### config.mk
export PLATFORM = sky130hd
export DESIGN_NAME = dns_label_encoder
export DESIGN_NICKNAME = d
export VERILOG_FILES = /design/src/rtl/core/dle_pkg.sv /design/src/rtl/core/dns_label_encoder.sv /design/src/rtl/core/dle_cell.sv /design/src/rtl/core/dle_ctrl.sv
export SDC_FILE = /design/constraint.sdc
export NUM_CORES = 1
export LEC_CHECK = 0
export ABC_CLOCK_PERIOD_IN_PS = 3200
export BUFFER_PORTS_ARGS = -buffer_cell sky130_fd_sc_hd__buf_4
export CORE_UTILIZATION = 50
export DETAILED_ROUTE_END_ITERATION = 8
export GPL_ROUTABILITY_DRIVEN = 0
export GPL_TIMING_DRIVEN = 0
export HOLD_SLACK_MARGIN = 0.1
export PLACE_DENSITY_LB_ADDON = 0.3
export SYNTH_ARGS = -nofsm -noshare
export SYNTH_HDL_FRONTEND = slang
export SYNTH_HIERARCHICAL = 1
export SYNTH_SLANG_ARGS = --single-unit
export TNS_END_PERCENT = 100
### constraint.sdc
create_clock -name clk -period 3.2 [get_ports clk]
set_clock_uncertainty 0.05 [all_clocks]
set_input_delay 0.64 -clock clk [delete_from_list [all_inputs] [get_ports clk]]
set_output_delay 0.64 -clock clk [all_outputs]
set_load 0.05 [all_outputs]
### src/rtl/core/dle_pkg.sv
// shared types and constants for the dns label encoder
package dle_pkg;

  localparam int DATA_W = 8;
  localparam int CNT_W  = 6;

  localparam logic [DATA_W-1:0] DOT_CHAR = 8'h2E;

  typedef enum logic [0:0] {
    ST_IDLE  = 1'b0,
    ST_FLUSH = 1'b1
  } dle_state_t;

  typedef struct packed {
    logic             load;
    logic             shift;
    logic [CNT_W-1:0] wr_pos;
  } dle_chain_ctl_t;

endpackage

### src/rtl/core/dns_label_encoder.sv
// top level of the dns label encoder: byte chain plus flush control
//
// in channel: one character per item in in_tdata; in_tlast high marks the end
// of the name and carries no character. A non-dot character is stored and
// gives nothing. A dot or an end item gives a run: one length byte, then the
// held label bytes. out_tlast marks the last byte of each run, out_tuser[0]
// the last byte of the whole name, out_tuser[1] every byte of a label that was
// cut to MAX_LABEL bytes.
// the length byte is registered and appears in the cycle after the dot or end item.
// a character item is accepted whenever the output register is free; a dot
// or end item with a held label stops the input until its run has drained,
// as the label drains one byte per cycle, stalls aside, from the chain head.
// reset clears the label count, the overflow flag and the output valid flag.
// when the receiver stalls, the output register holds its item, the chain
// stops shifting and the input side stops accepting items until it is taken.
module dns_label_encoder #(
  parameter int MAX_LABEL = 63
) (
  input  logic                       clk,
  input  logic                       rst_n,
  input  logic                       in_tvalid,
  output logic                       in_tready,
  input  logic [dle_pkg::DATA_W-1:0] in_tdata,   // in_byte
  input  logic                       in_tlast,   // in_end
  output logic                       out_tvalid,
  input  logic                       out_tready,
  output logic [dle_pkg::DATA_W-1:0] out_tdata,  // out_byte
  output logic                       out_tlast,  // run_last
  output logic [1:0]                 out_tuser   // name_done, label_overflow
);
  import dle_pkg::*;

  dle_chain_ctl_t    chain_ctl;
  logic [DATA_W-1:0] cell_q [MAX_LABEL:0];

  assign cell_q[MAX_LABEL] = '0;

  for (genvar i = 0; i < MAX_LABEL; i++) begin : g_cell
    dle_cell u_cell (
      .clk       (clk),
      .load      (chain_ctl.load && (chain_ctl.wr_pos == CNT_W'(i))),
      .load_data (in_tdata),
      .shift     (chain_ctl.shift),
      .next_data (cell_q[i+1]),
      .data_q    (cell_q[i])
    );
  end

  dle_ctrl #(
    .MAX_LABEL (MAX_LABEL)
  ) u_ctrl (
    .clk        (clk),
    .rst_n      (rst_n),
    .in_tvalid  (in_tvalid),
    .in_tready  (in_tready),
    .in_tdata   (in_tdata),
    .in_tlast   (in_tlast),
    .out_tvalid (out_tvalid),
    .out_tready (out_tready),
    .out_tdata  (out_tdata),
    .out_tlast  (out_tlast),
    .out_tuser  (out_tuser),
    .head_data  (cell_q[0]),
    .chain_ctl  (chain_ctl)
  );

endmodule

### src/rtl/core/dle_cell.sv
// one byte cell of the label chain: loads a new byte or takes its neighbor's
module dle_cell (
  input  logic                       clk,
  input  logic                       load,
  input  logic [dle_pkg::DATA_W-1:0] load_data,
  input  logic                       shift,
  input  logic [dle_pkg::DATA_W-1:0] next_data,
  output logic [dle_pkg::DATA_W-1:0] data_q
);
  import dle_pkg::*;

  logic [DATA_W-1:0] data_r;
  logic [DATA_W-1:0] data_nxt;

  always_comb begin
    data_nxt = data_r;
    if (load) begin
      data_nxt = load_data;
    end else if (shift) begin
      data_nxt = next_data;
    end
  end

  always_ff @(posedge clk) begin
    data_r <= data_nxt;
  end

  assign data_q = data_r;

endmodule

### src/rtl/core/dle_ctrl.sv
// control of the dns label encoder: fill count, flush sequencer, output register
module dle_ctrl #(
  parameter int MAX_LABEL = 63
) (
  input  logic                       clk,
  input  logic                       rst_n,
  input  logic                       in_tvalid,
  output logic                       in_tready,
  input  logic [dle_pkg::DATA_W-1:0] in_tdata,
  input  logic                       in_tlast,
  output logic                       out_tvalid,
  input  logic                       out_tready,
  output logic [dle_pkg::DATA_W-1:0] out_tdata,
  output logic                       out_tlast,
  output logic [1:0]                 out_tuser,
  input  logic [dle_pkg::DATA_W-1:0] head_data,
  output dle_pkg::dle_chain_ctl_t    chain_ctl
);
  import dle_pkg::*;

  localparam logic [CNT_W-1:0] MAX_CNT = CNT_W'(MAX_LABEL);
  localparam logic [CNT_W-1:0] ONE_CNT = CNT_W'(1);

  dle_state_t        state_r, state_nxt;
  logic [CNT_W-1:0]  count_r, count_nxt;
  logic              ovf_seen_r, ovf_seen_nxt;
  logic              flush_done_r, flush_done_nxt;
  logic              flush_ovf_r, flush_ovf_nxt;
  logic              out_valid_r, out_valid_nxt;
  logic [DATA_W-1:0] out_byte_r, out_byte_nxt;
  logic              out_last_r, out_last_nxt;
  logic              out_done_r, out_done_nxt;
  logic              out_ovf_r, out_ovf_nxt;

  logic slot_free;
  logic acc;
  logic is_flush;
  logic wr;
  logic start;
  logic shift;

  assign slot_free = !out_valid_r || out_tready;
  assign acc       = in_tvalid && in_tready;
  assign is_flush  = in_tlast || (in_tdata == DOT_CHAR);
  assign wr        = acc && !is_flush && (count_r < MAX_CNT);
  assign start     = acc && is_flush;

  // next state
  always_comb begin
    state_nxt = state_r;
    case (state_r)
      ST_IDLE: begin
        if (start && (count_r != '0)) begin
          state_nxt = ST_FLUSH;
        end
      end
      ST_FLUSH: begin
        if (slot_free && (count_r == ONE_CNT)) begin
          state_nxt = ST_IDLE;
        end
      end
      default: state_nxt = ST_IDLE;
    endcase
  end

  // state outputs
  always_comb begin
    in_tready = 1'b0;
    shift     = 1'b0;
    case (state_r)
      ST_IDLE:  in_tready = slot_free;
      ST_FLUSH: shift     = slot_free;
      default: begin
        in_tready = 1'b0;
        shift     = 1'b0;
      end
    endcase
  end

  always_comb begin
    count_nxt      = count_r;
    ovf_seen_nxt   = ovf_seen_r;
    flush_done_nxt = flush_done_r;
    flush_ovf_nxt  = flush_ovf_r;
    out_valid_nxt  = out_valid_r && !out_tready;
    out_byte_nxt   = out_byte_r;
    out_last_nxt   = out_last_r;
    out_done_nxt   = out_done_r;
    out_ovf_nxt    = out_ovf_r;
    if (wr) begin
      count_nxt = count_r + ONE_CNT;
    end
    if (acc && !is_flush && !(count_r < MAX_CNT)) begin
      ovf_seen_nxt = 1'b1;
    end
    if (start) begin
      // length byte; count now counts bytes still to send
      flush_done_nxt = in_tlast;
      flush_ovf_nxt  = ovf_seen_r;
      ovf_seen_nxt   = 1'b0;
      out_valid_nxt  = 1'b1;
      out_byte_nxt   = DATA_W'(count_r);
      out_last_nxt   = (count_r == '0);
      out_done_nxt   = in_tlast && (count_r == '0);
      out_ovf_nxt    = ovf_seen_r;
    end
    if (shift) begin
      count_nxt     = count_r - ONE_CNT;
      out_valid_nxt = 1'b1;
      out_byte_nxt  = head_data;
      out_last_nxt  = (count_r == ONE_CNT);
      out_done_nxt  = flush_done_r && (count_r == ONE_CNT);
      out_ovf_nxt   = flush_ovf_r;
    end
  end

  always_ff @(posedge clk) begin
    if (!rst_n) begin
      state_r      <= ST_IDLE;
      count_r      <= '0;
      ovf_seen_r   <= 1'b0;
      flush_done_r <= 1'b0;
      flush_ovf_r  <= 1'b0;
      out_valid_r  <= 1'b0;
    end else begin
      state_r      <= state_nxt;
      count_r      <= count_nxt;
      ovf_seen_r   <= ovf_seen_nxt;
      flush_done_r <= flush_done_nxt;
      flush_ovf_r  <= flush_ovf_nxt;
      out_valid_r  <= out_valid_nxt;
    end
  end

  always_ff @(posedge clk) begin
    out_byte_r <= out_byte_nxt;
    out_last_r <= out_last_nxt;
    out_done_r <= out_done_nxt;
    out_ovf_r  <= out_ovf_nxt;
  end

  assign chain_ctl.load   = wr;
  assign chain_ctl.shift  = shift;
  assign chain_ctl.wr_pos = count_r;

  assign out_tvalid = out_valid_r;
  assign out_tdata  = out_byte_r;
  assign out_tlast  = out_last_r;
  assign out_tuser  = {out_ovf_r, out_done_r};

  a_flush_nonempty: assert property (@(posedge clk) disable iff (!rst_n)
    (state_r == ST_FLUSH) |-> (count_r != '0))
    else $error("flush with empty label");

  a_count_bound: assert property (@(posedge clk) disable iff (!rst_n)
    count_r <= MAX_CNT)
    else $error("label count beyond store depth");

  a_no_load_in_flush: assert property (@(posedge clk) disable iff (!rst_n)
    !(chain_ctl.load && chain_ctl.shift))
    else $error("chain load and shift together");

  a_flush_end_last: assert property (@(posedge clk) disable iff (!rst_n)
    (shift && (count_r == ONE_CNT)) |=> (out_tvalid && out_tlast))
    else $error("final flushed byte not marked last");

  a_done_has_last: assert property (@(posedge clk) disable iff (!rst_n)
    (out_tvalid && out_tuser[0]) |-> out_tlast)
    else $error("name end without run end");

endmodule
==> run summary <==
H-tree Lvls: 2
Worst Path Required: 3490 ps
chip height: 228 µm
die footprint: 0.0518 mm²
post-route cell area: 0.0282 mm²
area of the multi-input gates: 0.00905 mm²
Power per Cell Area: 556 mW/mm²
Worst Path Max Fanout: 10
DRT Pass-1 Iters: 5
area of placed instances: 0.0265 mm²
LEAKAGE: 10.2 nW
Tmin final: 3070 ps
vias in the first global route: 12300
Slew Limit Fails: 0
Crit. End Element: flop
FILL cells: 3836
crit path DAT: 3350 ps
Mapped Cells: 1349
CTS tree: yes
final hold violation count: 0
FP Rows: 82
Antenna Violating Nets Remaining: 0
Yosys warning total: 6
Finished Core Util: 56.3%
vias per cell: 5.40
MaxCap Viol Count: 0
Setup-failing EPs final: 0
Reg area: 0.0157 mm²
most common flop cell mapped by yosys: edfxtp_1
Initial Util: 50.7%
CTS Sinks: 526
Die W: 228 µm
port bufs: 25
CTS Buf Count: 54
worst hold-check path type: primary input to flop
Peak VDD IR: 421 µV
setup ws final: 134 ps
Worst Hold Slack: 313 ps
Netlist cell types: 48
synthesized area: 0.0255 mm²
# IOs: 26
GRT Overall Usage: 18.2%
most common cell after layout, fill and taps aside: edfxtp_1
Post-synth EDFFs: 515
DP HPWL: 25800 µm
vias: 11600
status: completed
Setup TNS Final: 0 ps
fmax: 326 MHz
Avg Inst Size Synth: 18.9 µm²
ratio of cells with drive above 1 in the final layout: 48.4%
Root Driver: clkbuf_16
antenna violations before repair: 0
Detailed Route WL: 45500 µm
register bit total from synthesis: 526
actual slew at the worst max-slew pin: 812 ps
type of origin of the critical path: flop
post-synthesis sequential area ratio: 61.6%
Max-slew headroom: 45.5%
grt ovf: 0
first-pass GRT wire length: 71200 µm
Core ar.: 0.0502 mm²
CTS clk-pin slew, worst paths: 60 ps
most frequent cells in the layout: edfxtp_1, mux2_4, nor2_1, buf_6, clkbuf_16
# DRC: 0
Antenna Diode Count: 0
period utilisation layout: 95.8%
Post-CTS Hold Buffers: 0
total power: 15.7 mW
Placement Setup Slack: -1090 ps
DR iter-0 viols: 829
wire per inst: 21.1 µm
largest net degree at the start of global routing: 65
critical setup path kind: flop to flop
Placed Cells: 2053
Max clock buf depth: 3
Nets: 1455
Post-synth ARST share: 0%
RSZ-0062 raised after global routing: false
Non-Filler Instances: 2153
Area Overhead vs Synth: 10.9%
clk_lat worst skew: 590 ps
-- flip-flops by register name (all words and copies together), names as in the netlist --
register / flops
u_ctrl/state_r: 1
u_ctrl/count_r: 6
u_ctrl/out_ovf_r: 1
u_ctrl/ovf_seen_r: 1
u_ctrl/out_tlast: 1
u_ctrl/out_tvalid: 1
u_ctrl/flush_ovf_r: 1
u_ctrl/flush_done_r: 1
u_ctrl/out_done_r: 1
g_cell.u_cell/data_q: 504
u_ctrl/out_tdata: 8
-- cell usage after synthesis (all sizes together), types with 2 or more instances --
cell type,n,area share [%]
buf,70,3.0
inv,4,0.069
nand4b,4,0.14
nand3b,2,0.059
nand2,28,0.44
nand3,5,0.098
ha,4,0.20
edfxtp,515,61
dfxtp,11,0.87
mux2i,5,0.20
o21ai,3,0.059
nand2b,5,0.15
or4b,5,0.23
nor2,67,0.99
nand4,5,0.12
a31oi,2,0.074
clkbuf,11,0.16
and3,4,0.098
mux2,504,30
or4,2,0.074
nor2b,3,0.074
a21oi,6,0.13
nand4bb,6,0.27
or2,63,1.5
-- timing repair --
action / in CTS / in global routing
gates resized for setup: 21 / 30
buffers inserted: 0 / 2
pin swaps: 0 / 0
endpoints found under the setup margin: 766 / 560
-- area by class of cell --
type | instances | area share [%]
clock inverter | 26 | 0.439
sequential | 526 | 55.6
buffer | 80 | 2.83
multi-input combinational | 745 | 32.0
inverter | 4 | 0.0620
tap | 672 | 2.98
timing repair buffer | 27 | 0.895
clock buffer | 73 | 5.19
-- power by group --
part / switching, mW / internal, mW / leakage [nW]
Sequential: 0.172 / 8.23 / 4.77
Clock: 2.53 / 3.19 / 0.788
Combinational: 0.839 / 0.736 / 4.67
Total: 3.55 / 12.2 / 10.2
-- kinds of logic after synthesis --
group | synth area share, %
DFF | 61.6
muxes | 29.9
and+or+nand+nor | 4.49
buffers and inverters | 3.21
AOI/OAI and AO/OA | 0.501
adders and majority gates | 0.197
other | 0.0147
xor gates and xnor gates | 0.0344
-- critical path, cell delays in order, from the launching register on --
cell and delay [ps]:
dfxtp_1 340, nor2b_1 160, nor3b_2 390, and3_1 300
buf_4 150, or3b_4 450, buf_2 220, nor2_1 220
buf_6 200, mux2_4 310
-- layer usage --
metal	wire (µm)	track usage, %
met1	21000	25.4
met2	21200	29.0
met3	2470	3.64
met4	808	4.91
met5	0	0
-- final timing paths --
path | from | endpoint | slack [ps] | depth (start not counted)
min reg2reg | g_cell[0].u_cell/data_q[1] | u_ctrl/out_tdata[1] | 480 | 2
min | rst_n | u_ctrl/count_r[4] | 310 | 3
max | u_ctrl/out_tvalid | g_cell[0].u_cell/data_q[6] | 130 | 9
max reg2reg | u_ctrl/out_tvalid | g_cell[0].u_cell/data_q[6] | 130 | 9
No activity file was read; power rests on OpenSTA's default activity.
